File: src/rtl/bpc_pkg.sv
// ============================================================================
// Barometric pressure compensation: shared package
// Field widths, internal datapath widths and configuration register indexes.
// ============================================================================
package bpc_pkg;

    // Widths of the port fields.
    localparam int RAW_W   = 24;
    localparam int CAL_W   = 16;
    localparam int PRES_W  = 32;
    localparam int CIDX_W  = 3;

    // Internal datapath widths, sized for the full range of every input.
    localparam int DT_W    = 25;   // temperature difference, signed
    localparam int PROD_W  = 42;   // calibration word times difference, signed
    localparam int Q_W     = 18;   // TEMP - 2000, signed
    localparam int SQ_W    = 35;   // squared temperature terms, unsigned
    localparam int CORR_W  = 39;   // second-order corrections, unsigned
    localparam int OFF_W   = 40;   // offset, signed
    localparam int SENS_W  = 39;   // sensitivity, signed
    localparam int SLO_W   = 20;   // low slice of the sensitivity in the wide multiply
    localparam int PP_W    = 44;   // partial products of the wide multiply
    localparam int X_W     = 64;   // raw pressure times sensitivity, signed
    localparam int Y_W     = 44;   // scaled product less offset, signed

    // Configuration register indexes.
    typedef enum logic [CIDX_W-1:0] {
        CFG_C1 = 3'd0,
        CFG_C2 = 3'd1,
        CFG_C3 = 3'd2,
        CFG_C4 = 3'd3,
        CFG_C5 = 3'd4,
        CFG_C6 = 3'd5
    } t_cfg_idx;

endpackage

File: src/rtl/bpc_wide_mul.sv
// ============================================================================
// Barometric pressure compensation: wide multiplier
// Two-stage signed multiply of the raw pressure count by the sensitivity,
// split into two partial products that are registered and then recombined.
// ============================================================================
module bpc_wide_mul (
    input  logic                                  i_clk,
    input  logic                                  i_rst_n,
    input  logic                                  i_valid,
    input  logic        [bpc_pkg::RAW_W-1:0]      i_d1,
    input  logic signed [bpc_pkg::SENS_W-1:0]     i_sens,
    output logic                                  o_valid,
    output logic signed [bpc_pkg::X_W-1:0]        o_prod
);

    logic                                r_pp_valid;
    logic        [bpc_pkg::PP_W-1:0]     r_pp_lo;
    logic signed [bpc_pkg::PP_W-1:0]     r_pp_hi;
    logic                                r_x_valid;
    logic signed [bpc_pkg::X_W-1:0]      r_x;

    logic        [bpc_pkg::PP_W-1:0]     n_pp_lo;
    logic signed [bpc_pkg::PP_W-1:0]     n_pp_hi;
    logic signed [bpc_pkg::X_W-1:0]      n_x;

    // Partial products: unsigned low slice and signed high slice of the sensitivity.
    assign n_pp_lo = {{(bpc_pkg::PP_W-bpc_pkg::RAW_W){1'b0}}, i_d1}
                   * {{(bpc_pkg::PP_W-bpc_pkg::SLO_W){1'b0}}, i_sens[bpc_pkg::SLO_W-1:0]};
    assign n_pp_hi = $signed({1'b0, i_d1}) * $signed(i_sens[bpc_pkg::SENS_W-1:bpc_pkg::SLO_W]);

    // Recombine the partial products at their weights.
    assign n_x = ($signed({{(bpc_pkg::X_W-bpc_pkg::PP_W){r_pp_hi[bpc_pkg::PP_W-1]}}, r_pp_hi})
                  <<< bpc_pkg::SLO_W)
               + $signed({{(bpc_pkg::X_W-bpc_pkg::PP_W){1'b0}}, r_pp_lo});

    // Valid bits.
    always_ff @(posedge i_clk) begin
        if (!i_rst_n) begin
            r_pp_valid <= 1'b0;
            r_x_valid  <= 1'b0;
        end else begin
            r_pp_valid <= i_valid;
            r_x_valid  <= r_pp_valid;
        end
    end

    // Payload registers.
    always_ff @(posedge i_clk) begin
        r_pp_lo <= n_pp_lo;
        r_pp_hi <= n_pp_hi;
        r_x     <= n_x;
    end

    assign o_valid = r_x_valid;
    assign o_prod  = r_x;

endmodule

File: config.mk
export PLATFORM = sky130hd
export DESIGN_NAME = bpc_wide_mul
export DESIGN_NICKNAME = d
export VERILOG_FILES = /design/src/rtl/bpc_pkg.sv /design/src/rtl/bpc_wide_mul.sv
export SDC_FILE = /design/constraint.sdc
export NUM_CORES = 2
export LEC_CHECK = 0
export ABC_CLOCK_PERIOD_IN_PS = 9290
export BUFFER_PORTS_ARGS = -buffer_cell sky130_fd_sc_hd__buf_2
export CORE_ASPECT_RATIO = 1.5
export CORE_MARGIN = 1
export CORE_UTILIZATION = 50
export CTS_CLUSTER_SIZE = 28
export DETAILED_ROUTE_END_ITERATION = 16
export GPL_TIMING_DRIVEN = 0
export PLACE_DENSITY = 0.67
export SYNTH_ARGS = -nofsm -noshare
export SYNTH_HDL_FRONTEND = slang
export SYNTH_SLANG_ARGS = --single-unit
File: constraint.sdc
create_clock -name i_clk -period 9.29 [get_ports i_clk]
set_clock_uncertainty 0.15 [all_clocks]
set_input_delay 0.4645 -clock i_clk [delete_from_list [all_inputs] [get_ports i_clk]]
set_output_delay 0.4645 -clock i_clk [all_outputs]
set_load 0.05 [all_outputs]
==> run metrics <==
status=finished, violations left; failing checks=DRC; grt total ovfl=0; Top cell by count, worst path=fa_1; CTS tree=yes; slew margin rel.=10.2%; post-synthesis sequential area ratio=8.62%; mux share of post-synthesis cell area=0.0875%; synthesis-to-layout area growth=6.68%; Clock Latency Late Sink=0.49 ns; Placement Rows=119; asr flop ratio synth=0%; IO Port Bufs=106; slowest stage cell on the critical path=clkdlybuf4s15_1; crit-path cells=clkdlybuf4s15_1 -> clkbuf_2 -> nand2_1 -> fa_1 -> inv_1 -> fa_1 -> fa_1 -> fa_1 -> fa_1 -> fa_1 -> fa_1 -> ha_1 -> clkbuf_1 -> and3_1 -> nand4_1 -> a211oi_4 -> o21bai_1 -> a21oi_1 -> o21ai_1 -> mux2i_1 -> a2111oi_0; Mapped Area=0.0357 mm^2; DRT Wirelength=120,000 um; Die ar.=0.0726 mm^2; Hold Path Class=input port to register; Max Fclk=110 MHz; Synth Instances=3,903; commonest cells after routing, fill and taps aside=inv_1, fa_1, nand2_1; CP max FO=10; slew of the pin with the lowest slew margin=1.35 ns; syn nets=5,085; CP endpoint kind=register; Final setup viols=0; Fill cells=6,634; remaining antenna violation count after routing=0; HPWL after DPL=100,000 um; commonest non-fill, non-tap cell in the layout=inv_1; Initial Util=50.8%; Place WS=-1.01 ns; Ports=131; Finished Layout Cells=4,952; max_cap viols=0; CP arrival=9.28 ns; Seq cells post-synth=154; Most used DFF post-synth=dfxtp_1; GPL Wtd Cong=1.05; Slew Viols, Final=0; post-placement cell count=4,916; Final period util=98.1%; CP required=9.45 ns; CTS clock-pin slew for the worst setup and hold paths=0.08 ns; Synth cell types=66; main combinational cell family by area after synthesis=adder cells; Vias/cell=5.58; Post CTS Setup Buffer Count=0; Final min period=9.11 ns; fraction of layout cells with a size suffix above 1=4.33%; Max clock buf depth=2; gr usage total=34.4%; Fin Setup TNS=0 ns; CTS Hold Bufs=0; via count=27,700; CP delay by family, top=adder cells; critical path type=input port to register; initial DRC count=1,796; drt pass-1 iters=11; Synth Area in Compound Gates=5.84%; setup ws final=0.176 ns; clk sinks=154; H-tree Lvls=4; # DRC=26; CP max stage delay=0.82 ns; DR WL/cell=24.2 um; Buf/Inv on CP=4; Die Y=329 um; TritonCTS Buffers=17; hold_ws=0.0463 ns; Post-synth EDFFs=0; Post-Synth Adder-Cell Area=55.1%; largest net degree at the start of global routing=21; Root Buffer=clkbuf_16; final hold viol count=0; antenna violations before repair=14; syn avg cell area=9.16 um^2; Nets=5,210; global-route wire length before repair=178,000 um; Worst setup SP type=input port; Synth Area in XOR/XNOR=2.99%; vias in the first global route=29,200; post-synthesis simple-gate area fraction=16.4%; YS warnings=0; RSZ-0062 raised after global routing=no; chip width=220 um; core footprint=0.0704 mm^2
-- area by class of cell --
type	instances	area (um^2)	area share [%]
clock inverter	15	215	0.564
antenna	4	10.0	0.0262
clock buffer	17	425	1.12
buffer	201	816	2.14
tap	907	1130	2.98
inverter	838	3150	8.25
timing repair buffer	106	531	1.39
sequential	154	3080	8.08
multi-input combinational	2710	28800	75.5
-- cell usage after synthesis, types with 3 or more instances --
cell | count | area, um^2
nor4_1 | 5 | 31.3
a31oi_1 | 5 | 31.3
clkbuf_1 | 190 | 713
a211oi_1 | 7 | 52.6
a41oi_1 | 3 | 26.3
xnor2_1 | 77 | 674
xor2_1 | 45 | 394
buf_1 | 9 | 33.8
nand3b_1 | 4 | 30.0
o21bai_1 | 13 | 97.6
inv_1 | 838 | 3150
nor2_1 | 50 | 188
and4_1 | 5 | 43.8
a21o_1 | 71 | 533
and2_1 | 471 | 2950
or3_1 | 6 | 37.5
o21ai_1 | 22 | 110
o21a_1 | 10 | 75.1
nand2b_1 | 19 | 119
and3_1 | 8 | 50.1
o211ai_1 | 4 | 30.0
nand2_1 | 499 | 1870
nor3_1 | 17 | 85.1
o41ai_1 | 4 | 35.0
ha_1 | 350 | 4380
nand4_1 | 15 | 93.8
nor3b_1 | 4 | 30.0
dfxtp_1 | 154 | 3080
fa_1 | 766 | 15300
a21oi_1 | 99 | 495
o31a_1 | 3 | 26.3
a2111oi_0 | 3 | 26.3
o21ai_0 | 26 | 130
o31ai_1 | 5 | 37.5
a211o_1 | 8 | 70.1
nand3_1 | 28 | 140
nor2b_1 | 22 | 138
-- kinds of logic (layout without fill, tap and decap cells) --
group,after synthesis,in the layout
AOI/OAI and AO/OA,310,310
xor gates and xnor gates,122,122
adders and majority gates,1116,1116
buffers and inverters,1039,1177
DFF,154,154
muxes,3,3
other,0,4
and+or+nand+nor,1159,1159
-- state kept, by name, summed over array words and instances (netlist names) --
register,flops
o_prod,64
r_pp_lo,44
r_pp_hi,44
r_pp_valid,1
o_valid,1
-- through the flow --
step,cell area (um^2),util (%)
global placement,37400,53.1
global route,38100,54.1
finish,38100,54.1
detailed placement,37400,53.1
floorplan,35700,-
CTS,38100,54.0
-- per-layer routing --
metal  global-route usage (%)  routed length, um
met1                     37.2              40000
met2                     57.9              58200
met3                     6.80               9300
met4                     28.7              12500
met5                        0                 14
-- path summary, 6_finish.rpt --
path	slack [ns]	cells after the start	end	startpoint
worst min register to register	0.17	0	o_prod[18]	r_pp_lo[18]
worst max-delay path	0.18	21	r_pp_lo[41]	i_d1[8]
worst min-delay path	0.05	2	r_pp_valid	i_valid
worst max register to register	5.87	12	o_prod[48]	r_pp_lo[20]
-- repair_timing --
item | CTS | global route
endpoints found under the hold margin | 0 | 0
gates resized for setup | 7 | 40
endpoints found under the setup margin | 1 | 1
Power is left out: the tool's default activity adds up to more than one toggle a clock period on the data nets, which glitch-free logic cannot reach.
